==> config.mk <==
export PLATFORM = sky130hd
export DESIGN_NAME = shared_buffer_multi_queue
export DESIGN_NICKNAME = d
export VERILOG_FILES = /design/src/hdl/sbmq_pkg.sv /design/src/hdl/shared_buffer_multi_queue.sv /design/src/hdl/sbmq_ram.sv /design/src/hdl/sbmq_ctrl.sv /design/src/hdl/sbmq_dp.sv
export SDC_FILE = /design/constraint.sdc
export NUM_CORES = 1
export LEC_CHECK = 0
export BUFFER_PORTS_ARGS = -buffer_cell sky130_fd_sc_hd__buf_4
export CORE_UTILIZATION = 60
export CTS_CLUSTER_SIZE = 25
export DETAILED_ROUTE_END_ITERATION = 10
export PLACE_DENSITY = 0.77
export SLEW_MARGIN = 20
export SYNTH_ARGS = -nofsm -noshare
export SYNTH_HDL_FRONTEND = slang
export SYNTH_SLANG_ARGS = --single-unit
==> constraint.sdc <==
create_clock -name clk_i -period 8.54 [get_ports clk_i]
set_input_delay 0.854 -clock clk_i [delete_from_list [all_inputs] [get_ports clk_i]]
set_output_delay 0.854 -clock clk_i [all_outputs]
set_load 0.1 [all_outputs]
==> src/hdl/sbmq_pkg.sv <==
`default_nettype none
package sbmq_pkg;

  localparam int ENTRIES = 16;
  localparam int QUEUES  = 4;

  localparam int IDX_W  = $clog2(ENTRIES);
  localparam int CNT_W  = $clog2(ENTRIES + 1);
  localparam int QSEL_W = (QUEUES > 1) ? $clog2(QUEUES) : 1;
  localparam int QNUM_W = 2;
  localparam int DATA_W = 32;

  typedef enum logic {
    OP_ENQ = 1'b0,
    OP_DEQ = 1'b1
  } op_kind_e;

  typedef enum logic [1:0] {
    ST_OK    = 2'd0,
    ST_FULL  = 2'd1,
    ST_EMPTY = 2'd2
  } status_e;

  typedef enum logic {
    S_IDLE,
    S_FINISH
  } ctrl_state_e;

  typedef struct packed {
    logic             vld;
    logic [IDX_W-1:0] idx;
  } link_t;

  localparam int LINK_W = $bits(link_t);

  // controller to datapath
  typedef struct packed {
    logic accept;
    logic commit;
    logic update;
  } cmd_t;

  // datapath to controller
  typedef struct packed {
    logic ok;
  } sts_t;

endpackage
`default_nettype wire

==> src/hdl/shared_buffer_multi_queue.sv <==
// a transaction is taken in the idle state, completed in the finish state, then presented from the output registers
// no new transaction is taken until the last one is finished, due to the read-then-write of the link memory
// a result waiting on the output holds the block in its finish state until taken
// reset: all queues empty, free list runs through entries 0 to the last in order,
// tracked by a fill mark, so no clearing pass; the data memory is not reset
`default_nettype none
module shared_buffer_multi_queue (
  input  wire logic        clk_i,
  input  wire logic        rst_ni,
  input  wire logic        s_axis_tvalid,
  output logic             s_axis_tready,
  input  wire logic [39:0] s_axis_tdata,  // queue_num [1:0], data_in [33:2], zero [39:34]
  input  wire logic        s_axis_tuser,  // kind [0]
  output logic             m_axis_tvalid,
  input  wire logic        m_axis_tready,
  output logic      [31:0] m_axis_tdata,  // data_out [31:0]
  output logic      [1:0]  m_axis_tuser   // status [1:0]
);
  import sbmq_pkg::*;

  cmd_t cmd;
  sts_t sts;

  sbmq_ctrl u_ctrl (
    .clk_i       (clk_i),
    .rst_ni      (rst_ni),
    .in_valid_i  (s_axis_tvalid),
    .in_ready_o  (s_axis_tready),
    .out_valid_o (m_axis_tvalid),
    .out_ready_i (m_axis_tready),
    .cmd_o       (cmd),
    .sts_i       (sts)
  );

  sbmq_dp u_dp (
    .clk_i       (clk_i),
    .rst_ni      (rst_ni),
    .cmd_i       (cmd),
    .sts_o       (sts),
    .kind_i      (s_axis_tuser),
    .queue_num_i (s_axis_tdata[QNUM_W-1:0]),
    .data_in_i   (s_axis_tdata[QNUM_W+DATA_W-1:QNUM_W]),
    .status_o    (m_axis_tuser),
    .data_out_o  (m_axis_tdata)
  );

endmodule
`default_nettype wire

==> src/hdl/sbmq_ram.sv <==
`default_nettype none
module sbmq_ram #(
  parameter int WIDTH = 32,
  parameter int DEPTH = 16
) (
  input  wire logic                     clk_i,
  input  wire logic                     we_i,
  input  wire logic [$clog2(DEPTH)-1:0] waddr_i,
  input  wire logic [WIDTH-1:0]         wdata_i,
  input  wire logic                     re_i,
  input  wire logic [$clog2(DEPTH)-1:0] raddr_i,
  output logic      [WIDTH-1:0]         rdata_o
);

  logic [WIDTH-1:0] mem_q [DEPTH];

  always_ff @(posedge clk_i) begin
    if (we_i) begin
      mem_q[waddr_i] <= wdata_i;
    end
    if (re_i) begin
      rdata_o <= mem_q[raddr_i];
    end
  end

endmodule
`default_nettype wire

==> src/hdl/sbmq_ctrl.sv <==
`default_nettype none
module sbmq_ctrl (
  input  wire logic          clk_i,
  input  wire logic          rst_ni,
  input  wire logic          in_valid_i,
  output logic               in_ready_o,
  output logic               out_valid_o,
  input  wire logic          out_ready_i,
  output sbmq_pkg::cmd_t     cmd_o,
  input  wire sbmq_pkg::sts_t sts_i
);
  import sbmq_pkg::*;

  ctrl_state_e state_q, state_d;
  logic        out_valid_q, out_valid_d;
  logic        slot_free;

  assign slot_free = !out_valid_q || out_ready_i;

  always_comb begin
    state_d = state_q;
    case (state_q)
      S_IDLE: begin
        if (in_valid_i) begin
          state_d = S_FINISH;
        end
      end
      S_FINISH: begin
        if (slot_free) begin
          state_d = S_IDLE;
        end
      end
      default: state_d = S_IDLE;
    endcase
  end

  always_comb begin
    in_ready_o    = 1'b0;
    cmd_o         = '0;
    case (state_q)
      S_IDLE: begin
        in_ready_o   = 1'b1;
        cmd_o.accept = in_valid_i;
      end
      S_FINISH: begin
        cmd_o.commit = slot_free;
        cmd_o.update = slot_free && sts_i.ok;
      end
      default: begin
        in_ready_o = 1'b0;
      end
    endcase
  end

  always_comb begin
    out_valid_d = out_valid_q;
    if (cmd_o.commit) begin
      out_valid_d = 1'b1;
    end else if (out_ready_i) begin
      out_valid_d = 1'b0;
    end
  end

  assign out_valid_o = out_valid_q;

  always_ff @(posedge clk_i or negedge rst_ni) begin
    if (!rst_ni) begin
      state_q     <= S_IDLE;
      out_valid_q <= 1'b0;
    end else begin
      state_q     <= state_d;
      out_valid_q <= out_valid_d;
    end
  end

  a_accept_then_finish: assert property (@(posedge clk_i) disable iff (!rst_ni)
    cmd_o.accept |=> state_q == S_FINISH)
    else $error("accepted transaction did not move to finish");

  a_commit_gives_result: assert property (@(posedge clk_i) disable iff (!rst_ni)
    cmd_o.commit |=> out_valid_q)
    else $error("commit did not present a result");

  a_no_accept_while_busy: assert property (@(posedge clk_i) disable iff (!rst_ni)
    state_q == S_FINISH |-> !cmd_o.accept && !in_ready_o)
    else $error("transaction accepted while an operation is open");

endmodule
`default_nettype wire

==> src/hdl/sbmq_dp.sv <==
`default_nettype none
module sbmq_dp (
  input  wire logic                          clk_i,
  input  wire logic                          rst_ni,
  input  wire sbmq_pkg::cmd_t                cmd_i,
  output sbmq_pkg::sts_t                     sts_o,
  input  wire logic                          kind_i,
  input  wire logic [sbmq_pkg::QNUM_W-1:0]   queue_num_i,
  input  wire logic [sbmq_pkg::DATA_W-1:0]   data_in_i,
  output logic      [1:0]                    status_o,
  output logic      [sbmq_pkg::DATA_W-1:0]   data_out_o
);
  import sbmq_pkg::*;

  link_t             head_q [QUEUES];
  link_t             tail_q [QUEUES];
  link_t             free_q;
  logic [CNT_W-1:0]  fill_q;

  logic              op_kind_q;
  logic              op_ok_q;
  logic [QSEL_W-1:0] op_q;
  logic [IDX_W-1:0]  op_ent_q;

  status_e           out_status_q;
  logic [DATA_W-1:0] out_data_q;

  logic [QSEL_W-1:0] qi;
  logic              q_ok;
  link_t             hsel, tsel;
  logic              is_enq;
  logic              ok_a;
  logic [IDX_W-1:0]  ent_a;
  logic              enq_link_tail;

  logic              fresh;
  logic [31:0]       nxt;
  link_t             fresh_lnk, lnk;

  logic              link_we, link_re;
  logic [IDX_W-1:0]  link_waddr;
  link_t             link_wdata;
  logic [LINK_W-1:0] link_rdata;
  logic              data_we, data_re;
  logic [DATA_W-1:0] data_rdata;

  assign qi     = QSEL_W'(queue_num_i);
  assign q_ok   = 32'(queue_num_i) < QUEUES;
  assign hsel   = head_q[qi];
  assign tsel   = tail_q[qi];
  assign is_enq = (kind_i == OP_ENQ);
  assign ok_a   = q_ok && (is_enq ? free_q.vld : hsel.vld);
  assign ent_a  = is_enq ? free_q.idx : hsel.idx;
  assign enq_link_tail = cmd_i.accept && is_enq && ok_a && hsel.vld && tsel.vld;

  // entries at or above the fill mark were never taken and still hold their reset link
  assign fresh         = CNT_W'(op_ent_q) >= fill_q;
  assign nxt           = 32'(op_ent_q) + 32'd1;
  assign fresh_lnk.vld = nxt < ENTRIES;
  assign fresh_lnk.idx = IDX_W'(nxt);
  assign lnk           = fresh ? fresh_lnk : link_t'(link_rdata);

  always_comb begin
    link_we     = enq_link_tail || cmd_i.update;
    link_waddr  = tsel.idx;
    link_wdata  = '{vld: 1'b1, idx: ent_a};
    if (cmd_i.commit) begin
      link_waddr = op_ent_q;
      link_wdata = (op_kind_q == OP_ENQ) ? link_t'('0) : free_q;
    end
  end

  assign link_re = cmd_i.accept;
  assign data_we = cmd_i.accept && is_enq && ok_a;
  assign data_re = cmd_i.accept && !is_enq;

  sbmq_ram #(
    .WIDTH (LINK_W),
    .DEPTH (ENTRIES)
  ) u_link_ram (
    .clk_i   (clk_i),
    .we_i    (link_we),
    .waddr_i (link_waddr),
    .wdata_i (link_wdata),
    .re_i    (link_re),
    .raddr_i (ent_a),
    .rdata_o (link_rdata)
  );

  sbmq_ram #(
    .WIDTH (DATA_W),
    .DEPTH (ENTRIES)
  ) u_data_ram (
    .clk_i   (clk_i),
    .we_i    (data_we),
    .waddr_i (ent_a),
    .wdata_i (data_in_i),
    .re_i    (data_re),
    .raddr_i (ent_a),
    .rdata_o (data_rdata)
  );

  always_ff @(posedge clk_i or negedge rst_ni) begin
    if (!rst_ni) begin
      for (int i = 0; i < QUEUES; i++) begin
        head_q[i] <= '0;
        tail_q[i] <= '0;
      end
      free_q    <= '{vld: 1'b1, idx: '0};
      fill_q    <= '0;
      op_kind_q <= OP_ENQ;
      op_ok_q   <= 1'b0;
    end else begin
      if (cmd_i.accept) begin
        op_kind_q <= kind_i;
        op_ok_q   <= ok_a;
        if (is_enq && ok_a) begin
          tail_q[qi] <= '{vld: 1'b1, idx: ent_a};
          if (!hsel.vld) begin
            head_q[qi] <= '{vld: 1'b1, idx: ent_a};
          end
        end
      end
      if (cmd_i.update) begin
        if (op_kind_q == OP_ENQ) begin
          free_q <= lnk;
          if (fresh) begin
            fill_q <= fill_q + CNT_W'(1);
          end
        end else begin
          head_q[op_q] <= lnk;
          free_q       <= '{vld: 1'b1, idx: op_ent_q};
        end
      end
    end
  end

  always_ff @(posedge clk_i) begin
    if (cmd_i.accept) begin
      op_q     <= qi;
      op_ent_q <= ent_a;
    end
    if (cmd_i.commit) begin
      if (op_kind_q == OP_ENQ) begin
        out_status_q <= op_ok_q ? ST_OK : ST_FULL;
        out_data_q   <= '0;
      end else begin
        out_status_q <= op_ok_q ? ST_OK : ST_EMPTY;
        out_data_q   <= op_ok_q ? data_rdata : '1;
      end
    end
  end

  assign sts_o.ok   = op_ok_q;
  assign status_o   = out_status_q;
  assign data_out_o = out_data_q;

  a_fill_bounded: assert property (@(posedge clk_i) disable iff (!rst_ni)
    32'(fill_q) <= ENTRIES)
    else $error("fill mark beyond the entry count");

  a_deq_frees_entry: assert property (@(posedge clk_i) disable iff (!rst_ni)
    cmd_i.update && op_kind_q == OP_DEQ |=> free_q.vld)
    else $error("dequeue left the free list empty");

  a_refused_enq_full: assert property (@(posedge clk_i) disable iff (!rst_ni)
    cmd_i.commit && !op_ok_q && op_kind_q == OP_ENQ |=> out_status_q == ST_FULL)
    else $error("refused enqueue not reported as full");

  a_update_only_ok: assert property (@(posedge clk_i) disable iff (!rst_ni)
    cmd_i.update |-> op_ok_q && cmd_i.commit)
    else $error("state update on a refused operation");

endmodule
`default_nettype wire

After elaboration in Yosys (flattened, before gate mapping)
Memory sizes are Yosys's and may differ from the RTL's. A register that Yosys moved wholly into a read port is not among the register bits.
Index checks and enable logic that the tools add are counted.
{"block": "op_classes", "n_addsub": 2, "n_mul": 0, "n_div": 0, "order_cmp": 6, "n_eq_ne": 0, "n_shift": 0, "mux": 41, "n_bitwise": 5, "n_reduce_logical": 15}
{"cell": "20-bit two-way mux", "n": 5}
{"cell": "20-bit bitwise mux", "n": 3}
{"cell": "5-bit two-way mux", "n": 10}
{"cell": "32-bit by 5-bit less-than comparator with 1-bit output (second input constant)", "n": 1}
{"cell": "32-bit two-way mux", "n": 1}
{"cell": "5-bit binary-select mux with 2-bit select", "n": 2}
{"cell": "5-bit demux with 2-bit select", "n": 2}
{"cell": "1-bit two-way mux", "n": 12}
{"cell": "1-bit logical AND", "n": 9}
{"cell": "4-bit two-way mux", "n": 2}
{"cell": "3-bit greater-or-equal comparator (second input constant)", "n": 2}
{"cell": "3-bit by 1-bit less-than comparator with 1-bit output (second input constant)", "n": 2}
{"cell": "2-bit two-way mux", "n": 3}
{"cell": "2-bit NOT with 3-bit output", "n": 2}
{"cell": "4-bit by 1-bit adder with 5-bit output (second input constant)", "n": 1}
{"cell": "5-bit by 1-bit adder with 5-bit output (second input constant)", "n": 1}
{"cell": "4-bit by 5-bit greater-or-equal comparator with 1-bit output", "n": 1}
{"cell": "1-bit NOT", "n": 3}
{"cell": "3-bit AND reduction", "n": 1}
{"cell": "1-bit logical OR", "n": 2}
{"cell": "1-bit case mux with 2 select lines", "n": 1}
{"cell": "2-bit AND reduction", "n": 1}
{"cell": "2-bit nonzero test", "n": 1}
{"cell": "1-bit logical NOT", "n": 1}
{"block": "totals", "reg_bits": 94, "latchBits": 0, "ram_bits": 592, "rom_bits": 0, "output_inout_bits": 36, "word_cells": 98, "n_memories": 2}
{"memory": "u_dp.u_data_ram.mem_q", "depth": 16, "word_bits": 32, "read_ports": 1, "rd_clocked_by_memory_dff": 1, "wr": 1, "line_no": "sbmq_ram.sv:15", "rtl": "logic [WIDTH-1:0] mem_q [DEPTH];"}
{"memory": "u_dp.u_link_ram.mem_q", "depth": 16, "word_bits": 5, "read_ports": 1, "rd_clocked_by_memory_dff": 1, "wr": 1, "line_no": "sbmq_ram.sv:15"}

Longest topological paths before layout
{"block": "depth", "ltp_word": 12, "ltp_mapped": 11, "mapped_depth_nobuf": 9}

Modules after synthesis
Synthesis repeated with hierarchy kept, for this count alone.
{"block": "unflattened", "cells_unflattened": 1386, "hier_area_um2": 27925.5}
{"module": "sbmq_ram (u_dp.u_data_ram)", "instances": 1, "cells_each": 838, "area_each_um2": 20174.3, "seq_area_each_um2": 16335.7}
{"module": "sbmq_dp", "instances": 1, "cells_each": 383, "area_each_um2": 4380.5, "seq_area_each_um2": 2503.7}
{"module": "sbmq_ram (u_dp.u_link_ram)", "instances": 1, "cells_each": 155, "area_each_um2": 3263.1, "seq_area_each_um2": 2552.4}
{"module": "sbmq_ctrl", "instances": 1, "cells_each": 10, "area_each_um2": 107.6, "seq_area_each_um2": 50.0}

Worst setup path before layout
Ideal clock, no wire load.
{"block": "synth_timing", "kind": "in2reg", "start": "input s_axis_tdata[0]", "end": "memory u_dp.u_data_ram.mem_q[0][0], enable pin", "setup_time_ns": 0.421, "arrival_time_ns": 3.535, "setup_slack_ns": 4.584, "stages": 9, "path_buffers": 4, "cell_sequence": "buf_6 -> mux2_4 -> a21oi_2 -> and2_4 -> buf_6 -> buf_2 -> buf_2 -> nand3_1 -> nor2_1"}
{"block": "synth_via", "elab_chain_cells": 8, "word_cells_on_any_way": 9, "classes_between": "mux (7); bitwise (1); reduce/logical (1)"}
{"element": "from (decl)", "line_no": "shared_buffer_multi_queue.sv:12", "rtl": "input wire logic [39:0] s_axis_tdata,"}
{"element": "2-bit NOT with 3-bit output (implied by the code) (*)", "line_no": "sbmq_dp.sv:49", "rtl": "assign hsel = head_q[qi];"}
{"element": "5-bit binary-select mux with 2-bit select (*)", "line_no": "sbmq_dp.sv:49"}
{"element": "5-bit two-way mux (implied by the code) (*) (2 in series)", "line_no": "sbmq_dp.sv:49"}
{"element": "1-bit two-way mux", "line_no": "sbmq_dp.sv:52", "rtl": "assign ok_a = q_ok && (is_enq ? free_q.vld : hsel.vld);"}
{"element": "1-bit logical AND", "line_no": "sbmq_dp.sv:74", "rtl": "assign data_we = cmd_i.accept && is_enq && ok_a;"}
{"element": "1-bit two-way mux", "line_no": "sbmq_ram.sv:18", "rtl": "if (we_i) begin"}
{"element": "1-bit two-way mux (implied by the code)", "line_no": "sbmq_ram.sv:19", "rtl": "mem_q[waddr_i] <= wdata_i;"}
{"element": "to (decl)", "line_no": "sbmq_ram.sv:15"}
Every way passes the cells marked *; elsewhere a longest branch is shown, timed or not. The select of a mux whose other input is x is not followed.

Final worst setup path
{"block": "layout_timing", "start": "input s_axis_tdata[0]", "end": "memory u_dp.u_data_ram.mem_q[6][3], enable pin"}
Same word-level chain as after synthesis.

==> qor.txt <==
status: finished with violations
failing checks: design-rule violations
setup TNS: 0 ps
Starting Density: 0.611
pre-CTS WS: 4120 ps
most frequent cells in the layout: edfxtp_1 (669), nand2_1 (491), a21oi_1 (168)
CTS Hold Bufs: 0
TritonCTS clock tree: built
Final Hold Violating Endpoints: 0
RSZ-0062 raised after global routing: no
HPWL after DPL: 34,100 um
setup repair bufs after CTS: 0
post-layout worst setup margin: 4620 ps
WP data arrival: 4170 ps
design area: 32,200 um2
fraction of layout cells with a size suffix above 1: 0.127
CTS Sinks: 723
Netlist Area Pre-Place: 28,600 um2
via-per-instance ratio: 6.42
top_reg_cell synth: edfxtp_1
Top-Level Pins: 81
Seq cells post-synth: 723
CTS root buf: clkbuf_16
initial antenna violation count: 0
CP max stage delay: 700 ps
Slew headroom: 0.260
Slowest-stage cell, CP: nor2_4
# nets final: 2,146
core footprint: 46,800 um2
Worst Skew: 19.7 ps
clock latency on the worst-skew pair: 600 ps
period utilization: 0.458
ys async rst share: 0.0747
DIE AREA: 48,500 um2
crit path kind: primary input to register
worst vdd ir: 0.000282 V
die width: 220 um
max_cap viols: 0
CTS clk-pin slew, worst paths: 60 ps
Clk pwr share: 0.392
CP cell instances: buf_4, mux2_2, nand3_1, and2_4, inv_4, nand3_1, nor2_4, buf_4
CP required: 8790 ps
Syn Area/Cell: 13.9 um2
CP max FO: 63
std cell rows: 79
post-synthesis sequential area ratio: 0.750
first-pass GRT wire length: 99,200 um
H-tree levels: 3
max-slew violations: 0
Post-Place Cells: 2,628
P_leak: 11.1 nW
Switching Share: 0.264
GR Util All Layers: 0.275
vias: 17,700
crit path time final: 3920 ps
most common cell after layout, fill and taps aside: edfxtp_1
area post-placement: 29,600 um2
DRC violations left: 4
Final ANT Viol Nets: 0
Setup crit start kind: primary input
P per Cell Area: 268 nW/um2
Netlist cell types: 51
Die H: 220 um
IO Port Bufs: 74
Total Power: 8.62 mW
cts bufs inserted: 72
CTS Buffer Depth: 3
GP Congestion: 0.806
largest net degree at the start of global routing: 153
WL final: 65,500 um
WL/cell: 23.7 um
Reg2Reg Setup Slack: 4900 ps
Ys Warns: 0
Area Growth Syn to Fin: 12.7%
combinational power share: 0.128
number of flops mapped to enable cells by yosys: 669
Worst Setup End Kind: register
final setup violation count: 0
DR pass1 iterations: 9
minimum hold slack: 309 ps
syn_nets: 2,100
antenna cells: 0
Iteration-0 DRC Markers: 2,138
vias in the first global route: 17,500
quantity of gates resized following cts: 0
Seq pwr share: 0.481
Worst-Margin Slew: 1110 ps
grt ovf: 0
Cell Count, Final, Fillers Out: 2,760
Int Pwr: 6.34 mW
NetSw: 2.27 mW
Max Fclk: 0.255 GHz
post-synthesis cell count: 2,049
Final Util: 0.689
HP Class: primary input to asynchronous set/reset pin
-- metal layers --
metal	GRT usage	share of wire	wire, um	vias to the layer above
li1	-	-	-	7786
met4	0.100	0.033	2130	0
met2	0.460	0.50	32900	857
met3	0.0488	0.079	5140	171
met5	0	0	0	-
met1	0.363	0.39	25300	8901
-- Yosys cell counts, types with 5 or more instances --
cell / count / area [um2]
buf_6: 15 / 169
o22ai_1: 74 / 463
nor3_1: 6 / 30.0
dfrtp_1: 53 / 1330
nand3_1: 9 / 45.0
ha_1: 6 / 75.1
mux4_2: 8 / 180
buf_4: 6 / 45.0
and3_1: 5 / 31.3
mux2i_1: 19 / 190
buf_2: 61 / 305
mux2_2: 5 / 56.3
o21ai_0: 34 / 170
edfxtp_1: 669 / 20100
a21oi_1: 170 / 851
a32oi_1: 152 / 1330
a21boi_0: 32 / 240
inv_1: 43 / 161
nor2_1: 86 / 323
nand2b_1: 9 / 56.3
nand2_1: 492 / 1850
clkbuf_1: 47 / 176
-- kinds of logic after synthesis --
kind of cell,Yosys count,synth area share
simple gates,629,0.0887
mux,34,0.0158
compound gates,472,0.110
buf+inv,180,0.0315
fa+ha+maj,6,0.00263
xor+xnor,5,0.00153
flops,723,0.750
-- final cells by class --
type                            instances  area [um2]
Tap cell                              607         759
Clock inverter                         42         548
Inverter                               46         183
Fill cell                            2992       14500
Sequential cell                       723       21400
Clock buffer                           90        2010
Multi-Input combinational cell       1146        6460
Timing Repair Buffer                  106         808
-- path summary, 6_finish.rpt --
| kind | from | depth (start not counted) | end |
|---|---|---|---|
| hold / removal | rst_ni | 1 | u_dp.head_q[12] |
| min in group clk_i | u_dp.tail_q[14] | 1 | u_dp.tail_q[14] |
| max in group asynchronous | rst_ni | 1 | u_dp.op_kind_q |
| setup / recovery | s_axis_tdata[0] | 8 | u_dp.u_data_ram.mem_q[6][3] |
| hold reg to reg | u_dp.tail_q[14] | 1 | u_dp.tail_q[14] |
| setup reg to reg | u_dp.free_q[1] | 7 | u_dp.u_data_ram.mem_q[6][3] |
-- flip-flops by register name, indices dropped and copies added, names as in the netlist --
name                     cells
u_dp.sts_o                   1
u_dp.u_data_ram.mem_q      512
u_dp.tail_q                 20
u_dp.u_link_ram.rdata_o      5
u_dp.status_o                2
u_dp.data_out_o             32
u_dp.op_q                    2
u_dp.free_q                  5
u_dp.u_data_ram.rdata_o     32
u_dp.op_ent_q                4
u_dp.head_q                 20
u_dp.u_link_ram.mem_q       80
u_ctrl.out_valid_o           1
u_dp.fill_q                  5
u_dp.op_kind_q               1
u_ctrl.state_q               1
-- critical path, delay by kind of cell --
| family | cells | cell delay (ps) |
|---|---|---|
| and+or+nand+nor | 4 | 1650 |
| buffers and inverters | 3 | 1340 |
| muxes | 1 | 250 |
-- power groups by stage --
stage	logic (mW)	clock network, mW	registers (mW)
CTS	1.10	3.40	4.14
global route	1.15	3.53	4.15
finish	1.10	3.37	4.14
global placement	1.07	0	4.21
floorplan	0.307	0	4.69
detailed placement	1.10	0	4.21
No activity file was read; power rests on OpenSTA's default activity.
